===== config.mk =====
export PLATFORM = sky130hd
export DESIGN_NAME = mission_step_sequencer
export DESIGN_NICKNAME = d
export VERILOG_FILES = /design/src/rtl/core/msseq_pkg.sv /design/src/rtl/core/mission_step_sequencer.sv /design/src/rtl/core/msseq_front.sv /design/src/rtl/core/msseq_queue.sv /design/src/rtl/core/msseq_back.sv
export SDC_FILE = /design/constraint.sdc
export NUM_CORES = 1
export LEC_CHECK = 0
export BUFFER_PORTS_ARGS = -buffer_cell sky130_fd_sc_hd__buf_2
export CORE_MARGIN = 1.5
export CORE_UTILIZATION = 60
export DETAILED_ROUTE_END_ITERATION = 10
export PLACE_DENSITY = 0.84
export SLEW_MARGIN = 20
export SYNTH_ARGS = -nofsm -noshare
export SYNTH_HDL_FRONTEND = slang
export SYNTH_SLANG_ARGS = --single-unit

===== constraint.sdc =====
create_clock -name clk -period 8.5 [get_ports clk]
set_clock_uncertainty 0.05 [all_clocks]
set_input_delay 0.85 -clock clk [delete_from_list [all_inputs] [get_ports clk]]
set_output_delay 0.85 -clock clk [all_outputs]
set_load 0.02 [all_outputs]

===== src/rtl/core/msseq_pkg.sv =====
package msseq_pkg;

  localparam int MAX_ITEMS_DEF  = 16;
  localparam int TICK_WIDTH_DEF = 32;
  localparam int QUEUE_DEPTH    = 2;

  // Reach of the 4-bit slot field and largest value of the 5-bit count field
  localparam int SLOT_SPAN = 16;
  localparam int COUNT_MAX = 31;

  localparam logic [31:0] REPORT_PERIOD_RST = 32'd1000;

  localparam logic [3:0] CMD_START   = 4'd0;
  localparam logic [3:0] CMD_STOP    = 4'd1;
  localparam logic [3:0] CMD_SUSPEND = 4'd2;
  localparam logic [3:0] CMD_RESUME  = 4'd3;
  localparam logic [3:0] CMD_SKIP    = 4'd4;
  localparam logic [3:0] CMD_TICK    = 4'd5;
  localparam logic [3:0] CMD_LOAD    = 4'd6;
  localparam logic [3:0] CMD_SET     = 4'd7;
  localparam logic [3:0] CMD_READ    = 4'd8;

  typedef enum logic [3:0] {
    OP_NOP,
    OP_START,
    OP_STOP,
    OP_SUSPEND,
    OP_RESUME,
    OP_SKIP,
    OP_TICK,
    OP_LOAD,
    OP_SET,
    OP_READ
  } op_t;

  typedef struct packed {
    logic [1:0]  kind;
    logic [15:0] target;
    logic [31:0] timeout;
    logic        no_timeout;
    logic        until_done;
  } entry_t;

  typedef struct packed {
    op_t         op;
    logic        done;
    logic [3:0]  slot;
    entry_t      entry;
    logic [4:0]  count;
  } req_t;

endpackage


===== src/rtl/core/mission_step_sequencer.sv =====
// Mission step sequencer: takes one command request per cycle on the slave stream, unless
// back-pressure holds it, and returns exactly one result per request on the master stream,
// in order. A request passes a decode register, a two-entry queue and the executing stage
// with its output register. The execute stage updates mission state as it takes each
// request, so it sustains one request per cycle while the master stream does not stall.
// The item table is not cleared by reset: an item slot must be loaded before the mission
// reaches it. The report period must be written through the register port only while no
// request is in flight; the block itself does not enforce this.
module mission_step_sequencer #(
  parameter int MAX_ITEMS  = msseq_pkg::MAX_ITEMS_DEF,
  parameter int TICK_WIDTH = msseq_pkg::TICK_WIDTH_DEF
) (
  input  logic        clk,
  input  logic        rst,
  input  logic        s_tvalid,
  output logic        s_tready,
  // action_done, item_slot, item_kind, item_target_id, item_timeout_ticks,
  // item_no_timeout, item_until_done, item count, zero pad
  input  logic [63:0] s_tdata,
  // cmd
  input  logic [3:0]  s_tuser,
  output logic        m_tvalid,
  input  logic        m_tready,
  // activate_valid, activate_kind, activate_target, status, progress, length,
  // report_pending
  output logic [31:0] m_tdata,
  // report_valid
  output logic [0:0]  m_tuser,
  input  logic        psel,
  input  logic        penable,
  input  logic        pwrite,
  input  logic [2:0]  paddr,
  input  logic [31:0] pwdata,
  output logic [31:0] prdata,
  output logic        pready
);

  localparam logic REG_REPORT_PERIOD = 1'b0;

  logic [31:0]     report_period;
  logic            f_valid;
  logic            f_ready;
  msseq_pkg::req_t f_req;
  logic            q_valid;
  logic            q_ready;
  msseq_pkg::req_t q_req;

  assign pready = 1'b1;
  assign prdata = (paddr[2] == REG_REPORT_PERIOD) ? report_period : 32'd0;

  always_ff @(posedge clk) begin
    if (rst) begin
      report_period <= msseq_pkg::REPORT_PERIOD_RST;
    end else if (psel && penable && pwrite && pready
                 && paddr[2] == REG_REPORT_PERIOD) begin
      report_period <= pwdata;
    end
  end

  msseq_front #(
    .MAX_ITEMS (MAX_ITEMS)
  ) u_front (
    .clk       (clk),
    .rst       (rst),
    .s_tvalid  (s_tvalid),
    .s_tready  (s_tready),
    .s_tdata   (s_tdata),
    .s_tuser   (s_tuser),
    .req_valid (f_valid),
    .req_ready (f_ready),
    .req       (f_req)
  );

  msseq_queue #(
    .DEPTH (msseq_pkg::QUEUE_DEPTH)
  ) u_queue (
    .clk       (clk),
    .rst       (rst),
    .in_valid  (f_valid),
    .in_ready  (f_ready),
    .in_data   (f_req),
    .out_valid (q_valid),
    .out_ready (q_ready),
    .out_data  (q_req)
  );

  msseq_back #(
    .MAX_ITEMS  (MAX_ITEMS),
    .TICK_WIDTH (TICK_WIDTH)
  ) u_back (
    .clk           (clk),
    .rst           (rst),
    .req_valid     (q_valid),
    .req_ready     (q_ready),
    .req           (q_req),
    .report_period (report_period),
    .m_tvalid      (m_tvalid),
    .m_tready      (m_tready),
    .m_tdata       (m_tdata),
    .m_tuser       (m_tuser)
  );

endmodule


===== src/rtl/core/msseq_front.sv =====
module msseq_front #(
  parameter int MAX_ITEMS = msseq_pkg::MAX_ITEMS_DEF
) (
  input  logic             clk,
  input  logic             rst,
  input  logic             s_tvalid,
  output logic             s_tready,
  input  logic [63:0]      s_tdata,
  input  logic [3:0]       s_tuser,
  output logic             req_valid,
  input  logic             req_ready,
  output msseq_pkg::req_t  req
);

  msseq_pkg::req_t dec;
  logic [4:0]      items;

  assign s_tready = !req_valid || req_ready;
  assign items    = s_tdata[61:57];

  always_comb begin
    dec.op               = msseq_pkg::OP_NOP;
    dec.done             = s_tdata[0];
    dec.slot             = s_tdata[4:1];
    dec.entry.kind       = s_tdata[6:5];
    dec.entry.target     = s_tdata[22:7];
    dec.entry.timeout    = s_tdata[54:23];
    dec.entry.no_timeout = s_tdata[55];
    dec.entry.until_done = s_tdata[56];
    if (int'(items) > MAX_ITEMS) begin
      dec.count = 5'(MAX_ITEMS);
    end else begin
      dec.count = items;
    end
    case (s_tuser)
      msseq_pkg::CMD_START:   dec.op = msseq_pkg::OP_START;
      msseq_pkg::CMD_STOP:    dec.op = msseq_pkg::OP_STOP;
      msseq_pkg::CMD_SUSPEND: dec.op = msseq_pkg::OP_SUSPEND;
      msseq_pkg::CMD_RESUME:  dec.op = msseq_pkg::OP_RESUME;
      msseq_pkg::CMD_SKIP:    dec.op = msseq_pkg::OP_SKIP;
      msseq_pkg::CMD_TICK:    dec.op = msseq_pkg::OP_TICK;
      msseq_pkg::CMD_LOAD: begin
        if (int'(dec.slot) < MAX_ITEMS) dec.op = msseq_pkg::OP_LOAD;
      end
      msseq_pkg::CMD_SET: begin
        if (items != 5'd0) dec.op = msseq_pkg::OP_SET;
      end
      msseq_pkg::CMD_READ:    dec.op = msseq_pkg::OP_READ;
      default:                dec.op = msseq_pkg::OP_NOP;
    endcase
  end

  always_ff @(posedge clk) begin
    if (rst) begin
      req_valid <= 1'b0;
    end else if (s_tready) begin
      req_valid <= s_tvalid;
    end
  end

  always_ff @(posedge clk) begin
    if (s_tvalid && s_tready) begin
      req <= dec;
    end
  end

endmodule


===== src/rtl/core/msseq_queue.sv =====
module msseq_queue #(
  parameter int DEPTH = msseq_pkg::QUEUE_DEPTH
) (
  input  logic             clk,
  input  logic             rst,
  input  logic             in_valid,
  output logic             in_ready,
  input  msseq_pkg::req_t  in_data,
  output logic             out_valid,
  input  logic             out_ready,
  output msseq_pkg::req_t  out_data
);

  localparam int PW = (DEPTH > 1) ? $clog2(DEPTH) : 1;
  localparam int CW = $clog2(DEPTH + 1);

  msseq_pkg::req_t mem [DEPTH];
  logic [PW-1:0]   wr_ptr;
  logic [PW-1:0]   rd_ptr;
  logic [CW-1:0]   cnt;
  logic            push;
  logic            pop;

  assign in_ready  = cnt != CW'(DEPTH);
  assign out_valid = cnt != '0;
  assign out_data  = mem[rd_ptr];
  assign push      = in_valid && in_ready;
  assign pop       = out_valid && out_ready;

  always_ff @(posedge clk) begin
    if (rst) begin
      wr_ptr <= '0;
      rd_ptr <= '0;
      cnt    <= '0;
    end else begin
      if (push) begin
        wr_ptr <= (wr_ptr == PW'(DEPTH - 1)) ? '0 : wr_ptr + PW'(1);
      end
      if (pop) begin
        rd_ptr <= (rd_ptr == PW'(DEPTH - 1)) ? '0 : rd_ptr + PW'(1);
      end
      case ({push, pop})
        2'b10:   cnt <= cnt + CW'(1);
        2'b01:   cnt <= cnt - CW'(1);
        default: cnt <= cnt;
      endcase
    end
  end

  always_ff @(posedge clk) begin
    if (push) begin
      mem[wr_ptr] <= in_data;
    end
  end

endmodule


===== src/rtl/core/msseq_back.sv =====
module msseq_back #(
  parameter int MAX_ITEMS  = msseq_pkg::MAX_ITEMS_DEF,
  parameter int TICK_WIDTH = msseq_pkg::TICK_WIDTH_DEF
) (
  input  logic             clk,
  input  logic             rst,
  input  logic             req_valid,
  output logic             req_ready,
  input  msseq_pkg::req_t  req,
  input  logic [31:0]      report_period,
  output logic             m_tvalid,
  input  logic             m_tready,
  output logic [31:0]      m_tdata,
  output logic [0:0]       m_tuser
);

  localparam int CNT_MAX   = (MAX_ITEMS < msseq_pkg::COUNT_MAX) ?
                             MAX_ITEMS : msseq_pkg::COUNT_MAX;
  localparam int TBL_DEPTH = (MAX_ITEMS < msseq_pkg::SLOT_SPAN) ?
                             MAX_ITEMS : msseq_pkg::SLOT_SPAN;
  localparam int IW        = (CNT_MAX > 1) ? $clog2(CNT_MAX) : 1;
  localparam int AW        = (TBL_DEPTH > 1) ? $clog2(TBL_DEPTH) : 1;
  localparam int CMP_W     = (TICK_WIDTH > 32) ? TICK_WIDTH : 32;
  localparam logic [TICK_WIDTH-1:0] TICK_MAX = {TICK_WIDTH{1'b1}};

  typedef enum logic [1:0] {
    MODE_DISABLED  = 2'd0,
    MODE_ENABLED   = 2'd1,
    MODE_SUSPENDED = 2'd2
  } mode_t;

  mode_t                    mode, mode_next;
  logic [IW-1:0]            item_index, item_index_next;
  logic [4:0]               mission_count, mission_count_next;
  msseq_pkg::entry_t        item_table [TBL_DEPTH];
  msseq_pkg::entry_t        cur, cur_next;
  logic [TICK_WIDTH-1:0]    item_elapsed, item_elapsed_next;
  logic [TICK_WIDTH-1:0]    since_report, since_report_next;
  logic                     report_flag, report_flag_next;

  logic                     fire;
  logic [IW-1:0]            rd_idx;
  logic [4:0]               next_pos;
  msseq_pkg::entry_t        rd_entry;
  logic                     act;
  logic                     rep;
  logic [4:0]               progress_next;

  assign req_ready = !m_tvalid || m_tready;
  assign fire      = req_valid && req_ready;
  assign rd_idx    = (mode == MODE_ENABLED) ? item_index + IW'(1) : item_index;
  assign next_pos  = 5'(item_index) + 5'd1;
  assign rd_entry  = (int'(rd_idx) < TBL_DEPTH) ? item_table[rd_idx[AW-1:0]] : '0;

  always_comb begin
    logic [TICK_WIDTH-1:0] since_inc;
    logic [TICK_WIDTH-1:0] el_inc;
    logic                  advance;
    logic                  begin_it;
    logic                  complete;

    mode_next          = mode;
    item_index_next    = item_index;
    mission_count_next = mission_count;
    cur_next           = cur;
    item_elapsed_next  = item_elapsed;
    since_report_next  = since_report;
    report_flag_next   = report_flag;
    act                = 1'b0;
    rep                = 1'b0;
    advance            = 1'b0;
    begin_it           = 1'b0;
    complete           = 1'b0;
    since_inc          = (since_report == TICK_MAX) ? since_report
                                                    : since_report + TICK_WIDTH'(1);
    el_inc             = (item_elapsed == TICK_MAX) ? item_elapsed
                                                    : item_elapsed + TICK_WIDTH'(1);

    case (req.op)
      msseq_pkg::OP_START: begin
        report_flag_next = 1'b1;
        if (mode == MODE_DISABLED && mission_count != 5'd0) begin
          mode_next = MODE_ENABLED;
          begin_it  = 1'b1;
        end
      end
      msseq_pkg::OP_STOP: begin
        report_flag_next = 1'b1;
        mode_next        = MODE_DISABLED;
        item_index_next  = '0;
      end
      msseq_pkg::OP_SUSPEND: begin
        report_flag_next = 1'b1;
        if (mode == MODE_ENABLED) mode_next = MODE_SUSPENDED;
      end
      msseq_pkg::OP_RESUME: begin
        report_flag_next = 1'b1;
        if (mode == MODE_SUSPENDED) mode_next = MODE_ENABLED;
      end
      msseq_pkg::OP_SKIP: begin
        report_flag_next = 1'b1;
        if (mode == MODE_ENABLED) advance = 1'b1;
      end
      msseq_pkg::OP_TICK: begin
        since_report_next = since_inc;
        if (CMP_W'(since_inc) >= CMP_W'(report_period)) report_flag_next = 1'b1;
        if (mode == MODE_ENABLED) begin
          item_elapsed_next = el_inc;
          if (cur.until_done) begin
            complete = req.done;
          end else begin
            complete = !cur.no_timeout && (CMP_W'(el_inc) >= CMP_W'(cur.timeout));
          end
          advance = complete;
        end
      end
      msseq_pkg::OP_LOAD: begin
        if (int'(req.slot) == int'(item_index)) cur_next = req.entry;
      end
      msseq_pkg::OP_SET: begin
        mission_count_next = req.count;
        mode_next          = MODE_DISABLED;
        item_index_next    = '0;
        report_flag_next   = 1'b1;
      end
      msseq_pkg::OP_READ: begin
        report_flag_next  = 1'b0;
        since_report_next = '0;
        rep               = 1'b1;
      end
      default: begin
      end
    endcase

    if (advance) begin
      if (next_pos >= mission_count) begin
        mode_next        = MODE_DISABLED;
        item_index_next  = '0;
        report_flag_next = 1'b1;
      end else begin
        item_index_next = rd_idx;
        begin_it        = 1'b1;
      end
    end

    if (begin_it) begin
      item_elapsed_next = '0;
      report_flag_next  = 1'b1;
      act               = 1'b1;
      cur_next          = rd_entry;
    end

    progress_next = (mission_count_next != 5'd0) ? 5'(item_index_next) + 5'd1 : 5'd0;
  end

  always_ff @(posedge clk) begin
    if (rst) begin
      mode          <= MODE_DISABLED;
      item_index    <= '0;
      mission_count <= '0;
      item_elapsed  <= '0;
      since_report  <= '0;
      report_flag   <= 1'b0;
      m_tvalid      <= 1'b0;
    end else begin
      if (fire) begin
        mode          <= mode_next;
        item_index    <= item_index_next;
        mission_count <= mission_count_next;
        item_elapsed  <= item_elapsed_next;
        since_report  <= since_report_next;
        report_flag   <= report_flag_next;
        m_tvalid      <= 1'b1;
      end else if (m_tready) begin
        m_tvalid      <= 1'b0;
      end
    end
  end

  always_ff @(posedge clk) begin
    if (fire) begin
      cur <= cur_next;
      if (req.op == msseq_pkg::OP_LOAD) begin
        item_table[req.slot[AW-1:0]] <= req.entry;
      end
      m_tdata <= {report_flag_next, mission_count_next, progress_next, mode_next,
                  act ? rd_entry.target : 16'd0, act ? rd_entry.kind : 2'd0, act};
      m_tuser <= rep;
    end
  end

endmodule

==> out/results.txt, run 1 <==
The HPWL after detailed placement is 60500 µm. Slowest library cell on the worst path: sky130_fd_sc_hd__inv_2. Power spread over the standard cell area amounts to 247 nW/µm². The number of DRC violations after detailed routing came out at 0. Across the run, the number of max-cap violations was 0. The tightest min-delay check is of the in -> reg type.

Clock tree synthesis selected as its root buffer the cell sky130_fd_sc_hd__clkbuf_16. The data arrival time of the worst path is 6840 ps. Maximum buffer depth of the clock tree: 3. Buffers inserted to repair hold after CTS numbered 0.

In the finished design, the share of the clock period the worst path needs comes to 74.2%. In this run switching power makes up 24.9% of total power. The worst pin sits at a relative slew slack of 24.6%. The clock transition at the registers of the reported paths was 70 ps; the share of total power in combinational logic was 10.4%.

Final net count: 3245. The buffer count from post-CTS setup fixing was 0; the total global routing overflow was 0. Once the clock tree was built, the resizer swapped 0 gates to a different size.

The depth of the worst hold-timing path is 1. Global routing consumed, over all layers together, 29.0% of the routing resources. The worst-case reg-to-reg path depth works out to 18. The kind of cell adding the most delay to the critical path was simple AND/OR/NAND/NOR gates. For the worst setup margin, the log shows 2200 ps. The logs give 740 ps for the clock latency on the worst-skew pair and 0 for the number of max-slew violations in the final report. The run gives 49500 µm² as the netlist area before placement. Summed over all failing endpoints, the final setup total negative slack is 0 ps. Counting both buffers and inverters, the worst setup path holds a total of 2. The internal power of the cells totals 10.2 mW.

The run gives 28300 as the via count of the routed design. The first detailed-routing pass took 6 iterations. The number of global-route vias before repair came out at 28900.

In the synthesized netlist the async set-or-reset flop fraction comes to 0%. Most frequent standard cell in the layout excluding fill and tap cells: sky130_fd_sc_hd__edfxtp_1. The worst-margin pin slew works out to 1130 ps.

Synthesis produced 2885 cells. The critical path runs through a total of 18 cells. After synthesis the netlist holds a flip-flop and latch count of 1212.

Sequential cells burn 52.5% of the power. The layout overhead on the synthesized area was 11.4%; the average footprint of a synthesized cell was 17.1 µm². The run gives 2470 ps as the worst slack after detailed placement.

The port buffer count is 172, and the H-tree level count is 3. For this block, the routed nets add up to 122000 µm of wire. The setup path with the least slack is of type reg -> reg. The die span in y works out to 290 µm.

After synthesis, flip-flops and latches occupy 71.2% of the total area. The logs give 0.903 for the routability-driven placement congestion ratio and 9040 ps for the endpoint required time on the critical path. The clock power share is 37.1%. STA classifies the critical path endpoint as a register.

The main flop type after synthesis is sky130_fd_sc_hd__edfxtp_1. The share of layout cells above drive strength 1 came out at 22.8%. Dividing the detail-routed via count by the number of cells gives 6.68. Net switching power figure: 3.38 mW. Number of buffers created by CTS: 115. During synthesis, Yosys emitted a total of 0 warnings. For the finished layout, the period the worst path requires is 6300 ps. The floorplan row count is 105. The core region is 81800 µm².

Maximum number of pins on one net before global-route repair: 161. The flow ran to the end, and the final reports show no timing, DRC or antenna violations. The number of enable flip-flop cells after synthesis works out to 1097. CTS saw 1212 sinks. The run gives 91 as the count of distinct cell types in the synthesized netlist.

The number of endpoints failing setup at the final stage was 0. Summed over all cells, the static leakage comes to 18.5 nW. Across the VDD grid, the largest voltage drop is 0.000213 V. Once the floorplan was initialized, standard cells occupied 60.4% of the core.

Floorplan die area: 84200 µm². During I/O placement, the number of pins put on the boundary was 178. The delay contributed by the slowest stage of the critical path was 820 ps. Traced cell by cell, the critical path runs through and4_1, nand4_1, nor4_2, nor3_1, and3_1, nand3_1, xnor2_1, ha_1, or3b_1, nor4_2, nand2_1, a311o_1, nand2_1, a21oi_4, buf_4, inv_2, o21ai_0, o21a_1. The number of antenna violations at the first check in global routing is 1. From left edge to right edge, the die measures 290 µm. The number of hold violations in the final report is 0, and the detailed router's first-iteration violation count is 3677.

The element type at the critical path start is a register. The first global-routing pass estimated 181000 µm of wire. Counting every net in the synthesized netlist gives 3068.

In this run the remaining antenna-violating nets after routing total 0. Peak clock frequency supported by timing: 159 MHz. Setup repair after global routing left no endpoint under its margin. TritonCTS built the clock tree.

The library cells used most frequently in the layout, excluding fill and tap cells, are sky130_fd_sc_hd__edfxtp_1 (1097), sky130_fd_sc_hd__nand2_1 (268), sky130_fd_sc_hd__mux4_2 (242). Dividing the detail-routed wire length by the instance count gives 28.9 µm. Of all nets on the critical path, the largest fanout is 41.
[power groups by stage]
stage               registers [mW]  clock network, mW  logic (mW)
finish                        7.15               5.04        1.42
global placement              7.26                  0        1.29
detailed placement            7.27                  0        1.37
global route                  7.16               5.29        1.50
floorplan                     7.26                  0       0.882
CTS                           7.15               5.08        1.40
[stage by stage]
stage               instance area (µm²)  total power [mW]  util [%]  hold slack, ps  instances
floorplan                         49500              8.14         -             371       2885
global placement                  51400              8.54      62.8             371       4015
finish                            55100              13.6      67.3             235       4232
detailed placement                51400              8.64      62.8             381       4015
global route                      55100              14.0      67.3             207       4230
CTS                               55100              13.6      67.3             221       4230
[cell usage after synthesis, drive strengths merged, types with 3 or more instances]
cell | count | area (µm²)
nor2b | 26 | 163
or2 | 6 | 40.0
mux2 | 58 | 653
o21ai | 51 | 255
a22oi | 4 | 30.0
a211oi | 40 | 305
mux4 | 242 | 5450
clkbuf | 69 | 259
or3 | 28 | 175
and2 | 7 | 43.8
o32ai | 5 | 58.8
a21o | 20 | 150
a22o | 7 | 61.3
nand2b | 8 | 50.1
nor3b | 3 | 22.5
xor2 | 21 | 191
a21oi | 100 | 512
nor4 | 3 | 31.3
a41oi | 4 | 35.0
nand4 | 26 | 178
or4 | 11 | 86.3
xnor2 | 56 | 509
nand2 | 269 | 1010
edfxtp | 1097 | 32900
o31ai | 4 | 30.0
and3 | 20 | 125
a211o | 5 | 52.6
nor2 | 129 | 497
buf | 80 | 498
and4 | 10 | 87.6
nor3 | 33 | 175
a31oi | 24 | 150
a32o | 4 | 40.0
mux2i | 34 | 340
inv | 89 | 334
ha | 73 | 913
a31o | 3 | 26.3
o211ai | 8 | 60.1
nand3 | 52 | 275
dfxtp | 115 | 2300
[worst paths after layout]
check	start	endpoint	slack [ps]
worst min register to register	u_front.req[58]	u_queue.mem[0][58]	380
worst min-delay path	s_tdata[7]	u_front.req[39]	240
worst max register to register	u_back.item_elapsed[3]	u_back.item_elapsed[24]	2200
worst max-delay path	u_back.item_elapsed[3]	u_back.item_elapsed[24]	2200
[registers in the layout, indices dropped and copies added (netlist names), 2 cells and up, named ones only]
| signal | count |
|---|---|
| u_back.mission_count | 5 |
| u_back.item_index | 4 |
| u_back.m_tdata | 32 |
| u_back.mode | 2 |
| report_period | 32 |
| u_back.cur | 34 |
| u_front.req | 66 |
| u_back.item_elapsed | 32 |
| u_back.since_report | 32 |
| u_queue.mem | 132 |
| u_back.item_table | 832 |
| u_queue.cnt | 2 |
[cells by family (layout without fill, tap and decap cells)]
kind of cell / count (synthesis) / after routing / synth area share, %
adders and majority gates: 73 / 73 / 1.85
xor gates and xnor gates: 77 / 77 / 1.42
other: 1 / 3 / 0.00758
and+or+nand+nor: 642 / 642 / 6.18
DFF: 1212 / 1212 / 71.2
muxes: 334 / 334 / 13.0
buffers and inverters: 240 / 515 / 2.22
AOI/OAI and AO/OA: 306 / 306 / 4.05
[per-layer routing]
metal / vias up / wire length [µm] / share of wire [%] / global-route usage (%)
met2: 2000 / 62900 / 51 / 49.8
met3: 394 / 11500 / 9.4 / 5.32
met5: - / 0 / 0 / 0
li1: 11700 / - / - / -
met4: 0 / 5210 / 4.3 / 12.7
met1: 14200 / 42700 / 35 / 36.4
[cell type report]
cell class | count | area, µm²
multi-input combinational | 1433 | 13300
tap | 1070 | 1340
inverter | 91 | 342
fill | 4956 | 26700
sequential | 1212 | 35200
timing repair buffer | 209 | 1170
antenna | 2 | 5.00
clock inverter | 69 | 691
clock buffer | 146 | 3000
[worst register-to-register path, cell delays in order, from the launching register on]
cell                      delay [ps]
sky130_fd_sc_hd__dfxtp_1         470
sky130_fd_sc_hd__and4_1          300
sky130_fd_sc_hd__nand4_1         240
sky130_fd_sc_hd__nor4_2          680
sky130_fd_sc_hd__nor3_1          280
sky130_fd_sc_hd__and3_1          290
sky130_fd_sc_hd__nand3_1         140
sky130_fd_sc_hd__xnor2_1          80
sky130_fd_sc_hd__ha_1            290
sky130_fd_sc_hd__or3b_1          410
sky130_fd_sc_hd__nor4_2          420
sky130_fd_sc_hd__nand2_1         140
sky130_fd_sc_hd__a311o_1         410
sky130_fd_sc_hd__nand2_1         230
sky130_fd_sc_hd__a21oi_4         100
sky130_fd_sc_hd__buf_4           330
sky130_fd_sc_hd__inv_2           850
sky130_fd_sc_hd__o21ai_0         240
sky130_fd_sc_hd__o21a_1          240
(Power assumes the default switching activity.)
==> inputs of run 2 (changes only) <==
--- a/config.mk
+++ b/config.mk
@@ -7,9 +7,9 @@
 export LEC_CHECK = 0
 export BUFFER_PORTS_ARGS = -buffer_cell sky130_fd_sc_hd__buf_2
 export CORE_MARGIN = 1.5
-export CORE_UTILIZATION = 60
+export CORE_UTILIZATION = 56
 export DETAILED_ROUTE_END_ITERATION = 10
-export PLACE_DENSITY = 0.84
+export PLACE_DENSITY = 0.82
 export SLEW_MARGIN = 20
 export SYNTH_ARGS = -nofsm -noshare
 export SYNTH_HDL_FRONTEND = slang
==> constraint.sdc (replaced) <==
create_clock -name clk -period 5.1 [get_ports clk]
set_clock_uncertainty 0.05 [all_clocks]
set_input_delay 0.51 -clock clk [delete_from_list [all_inputs] [get_ports clk]]
set_output_delay 0.51 -clock clk [all_outputs]
set_load 0.02 [all_outputs]
==> run 2 against run 1 <==
Against the previous run: total power rose by 67%; clock-buffer cell count fell by 5; via count increased by 1.9%; clock power rose by 65%; sequential share of layout area decreased by 1.7 points; setup slack got worse by 2000 ps; global-route usage shrank 1.5 points; non-clock buffer count rose by 113; worst hold slack lost 210 ps; critical endpoint is now u_back.item_elapsed[18]; largest power group unchanged; highest routed layer unchanged.
==> out/results.txt, run 2 (synthesis gave the netlist of run 1 again) <==
The run finished with clean final reports. Global routing used 27.6% of the available tracks. The worst-case reg-to-reg path depth came out at 14.

Clock latency on the worst-skew pair: 730 ps. The most critical setup path has its endpoint at u_back.item_elapsed[18]. The logs give 8 for the number of optimization iterations in the first detailed-route pass and 5480 ps for the data arrival time of the worst path. Clock-pin slew was measured on the worst setup and hold paths at 60 ps.

For this run the aggregate overflow at the end of global routing stands at 0. The detailed router placed 28800 vias in this run. The area of the core was 87200 µm²; the detailed placer's ending HPWL was 63100 µm. TritonCTS built the clock tree. The die span in y came out at 300 µm. The tightest min-delay check is of the in -> reg type. Buffers placed on the I/O ports in this run total 172.

The final routed wire length divided by cell count was 28.2 µm. For this run, design rule violations remaining after detail routing come to 0. Number of global-route vias before repair: 29000. In this run the worst setup path begins at u_back.item_elapsed[4]. At the pin with the least slew margin, the transition time is 1050 ps. The relative slew slack is 30.1%. After routing, the total negative slack on setup checks comes to 0 ps.

In this run the number of H-tree levels came out at 3. The worst register-to-register path begins at u_back.item_elapsed[4]. In the layout the commonest cells are sky130_fd_sc_hd__edfxtp_1 (1097), sky130_fd_sc_hd__nand2_1 (268), sky130_fd_sc_hd__mux4_2 (242).

Wires add up to 125000 µm. The number of flip-flops under the largest register name came out at 832. The run gives 90100 µm² as the floorplan die area. Capturing element type of the critical path: a register.

The tools report the number of sinks driven by the clock tree as 1212. For the maximum buffer depth of the clock tree, the log shows 3. Along the worst path, the maximum fanout reaches 17.

Endpoint of the lowest-slack register-to-register path: u_back.item_elapsed[18]. The number of max-cap violations was 0; the final cell count without fillers was 4425. STA classifies the critical path startpoint as a register. Summed over all cells, the static leakage comes to 19.1 nW. The tools report the maximum ir drop on the vdd rail as 0.000405 V. The category of the most critical setup path is reg -> reg.

In this run the horizontal extent of the chip is 300 µm. In the routed layout, each cell is associated on average with a via count of 6.51. The worst path in the final design needs a cycle of 4950 ps, including I/O delays and setup.

The number of max-slew violations in the final report is 0. In the final design database the tool counted 3358 nets. The starting density of the core was 56.8%; the internal reg-to-reg setup slack was 150 ps. Number of antenna repair diodes: 0.

In the finished design, the share of the clock period the worst path needs comes to 97.1%. Row generation in the floorplan step produced 108 rows. Based on the critical path, the design can be clocked at up to 202 MHz. Library cell used as clock root buffer: sky130_fd_sc_hd__clkbuf_16. The count of nets left with antenna violations once routing finished came out at 0.

In the final layout, the share of cells above drive strength 1 is 23.6%. Number of I/O pins: 178. The detailed router finished its first iteration with 3509 violations. Counting the fill cells in the layout gives 5489. Including well taps, the total number of placed cells is 4139.

The layout overhead on the synthesized area came out at 14.4%. Setup repair after global routing left no endpoint under its margin. The tools report the number of antenna violations at the first check in global routing as 1. In this run the power density over the cells is 401 nW/µm². The run gives 91 as the maximum number of pins on one net before global-route repair. Setup violations remaining at the end of the flow were counted as 0.

The number of hold violations in the final report is 0, and the number of buffers created by CTS is 115. The first global-routing pass estimated 183000 µm of wire. Leaving out fill and tap cells, the most frequent cell in the layout is sky130_fd_sc_hd__edfxtp_1. The run gives 0.868 as the routability-driven placement congestion ratio.

The endpoint required time on the critical path came out at 5620 ps.
[run 2: cell count changes in the layout (fill, tap and decap cells not counted), sizes merged, moves of 2 or more]
cell,change
dlygate4sd3,+72
diode,-2
bufinv,-3
clkinvlp,-4
clkbuf,-5
buf,+41
clkinv,+10
[run 2: metrics by stage]
step	utilization, %	hold WS [ps]	power [mW]	area (µm²)	setup WS (ps)
3_3_place_gp	59.8	372	14.3	52100	233
5_1_grt	64.9	8.57	23.2	56600	69.2
2_1_floorplan	-	371	13.6	49500	299
4_1_cts	64.9	1.60	22.6	56500	72.3
3_5_place_dp	59.8	380	14.4	52100	57.2
6_report	64.9	26.0	22.7	56600	147
[run 2: worst min-delay path by stage]
stage	slack, ps	to	start	cells past startpoint
floorplan	370	u_queue.mem[0][0]	u_front.req[0]	0
global placement	370	u_queue.mem[0][31]	u_front.req[31]	0
detailed placement	380	u_queue.mem[1][12]	u_front.req[12]	0
CTS	2	report_period[27]	pwdata[27]	3
global route	9	u_front.req[60]	s_tdata[4]	1
finish	30	report_period[30]	pwdata[30]	3
[run 2: area by class of cell]
cell class	count	area (µm²)	area share, %
flip-flops and latches	1212	35200	62.3
multi-input cells	1433	13300	23.6
clock buffers	141	2990	5.29
repair buffers	322	2540	4.49
well taps	1155	1450	2.55
clock inverters	71	681	1.20
inverters	91	344	0.608
[run 2: routing by layer]
metal | global-route usage, % | up-vias | share of wire, %
met5 | 0 | - | 0
met1 | 34.5 | 14400 | 35
met4 | 12.1 | 0 | 4.6
met3 | 4.32 | 408 | 10
li1 | - | 11900 | -
met2 | 47.7 | 2141 | 51
[run 2: power by group]
group | switching (mW) | internal (mW) | leakage, nW
clock | 3.82 | 4.52 | 1.78
sequential | 0.207 | 11.7 | 10.9
combinational | 1.70 | 0.735 | 6.44
total | 5.72 | 17.0 | 19.1
[run 2: repair_timing]
item	CTS	global route
endpoints found under the hold margin	72	0
buffers inserted	0	2
resized for setup	1	7
hold buffers	72	0
pin swaps	0	1
cloned	0	0
endpoints found under the setup margin	1	95
[run 2: critical path, stage by stage (launching register included)]
cell                      delay [ps]
sky130_fd_sc_hd__dfxtp_1         440
sky130_fd_sc_hd__and4_1          300
sky130_fd_sc_hd__nand4_1         270
sky130_fd_sc_hd__or4_1           720
sky130_fd_sc_hd__nor2_1          250
sky130_fd_sc_hd__xor2_1          320
sky130_fd_sc_hd__ha_1            220
sky130_fd_sc_hd__nand4_1         230
sky130_fd_sc_hd__nor4_4          360
sky130_fd_sc_hd__nand2_1         150
sky130_fd_sc_hd__a311o_2         430
sky130_fd_sc_hd__a211o_1         400
sky130_fd_sc_hd__nand3_4         220
sky130_fd_sc_hd__nor2_2          180
sky130_fd_sc_hd__a31o_1          260
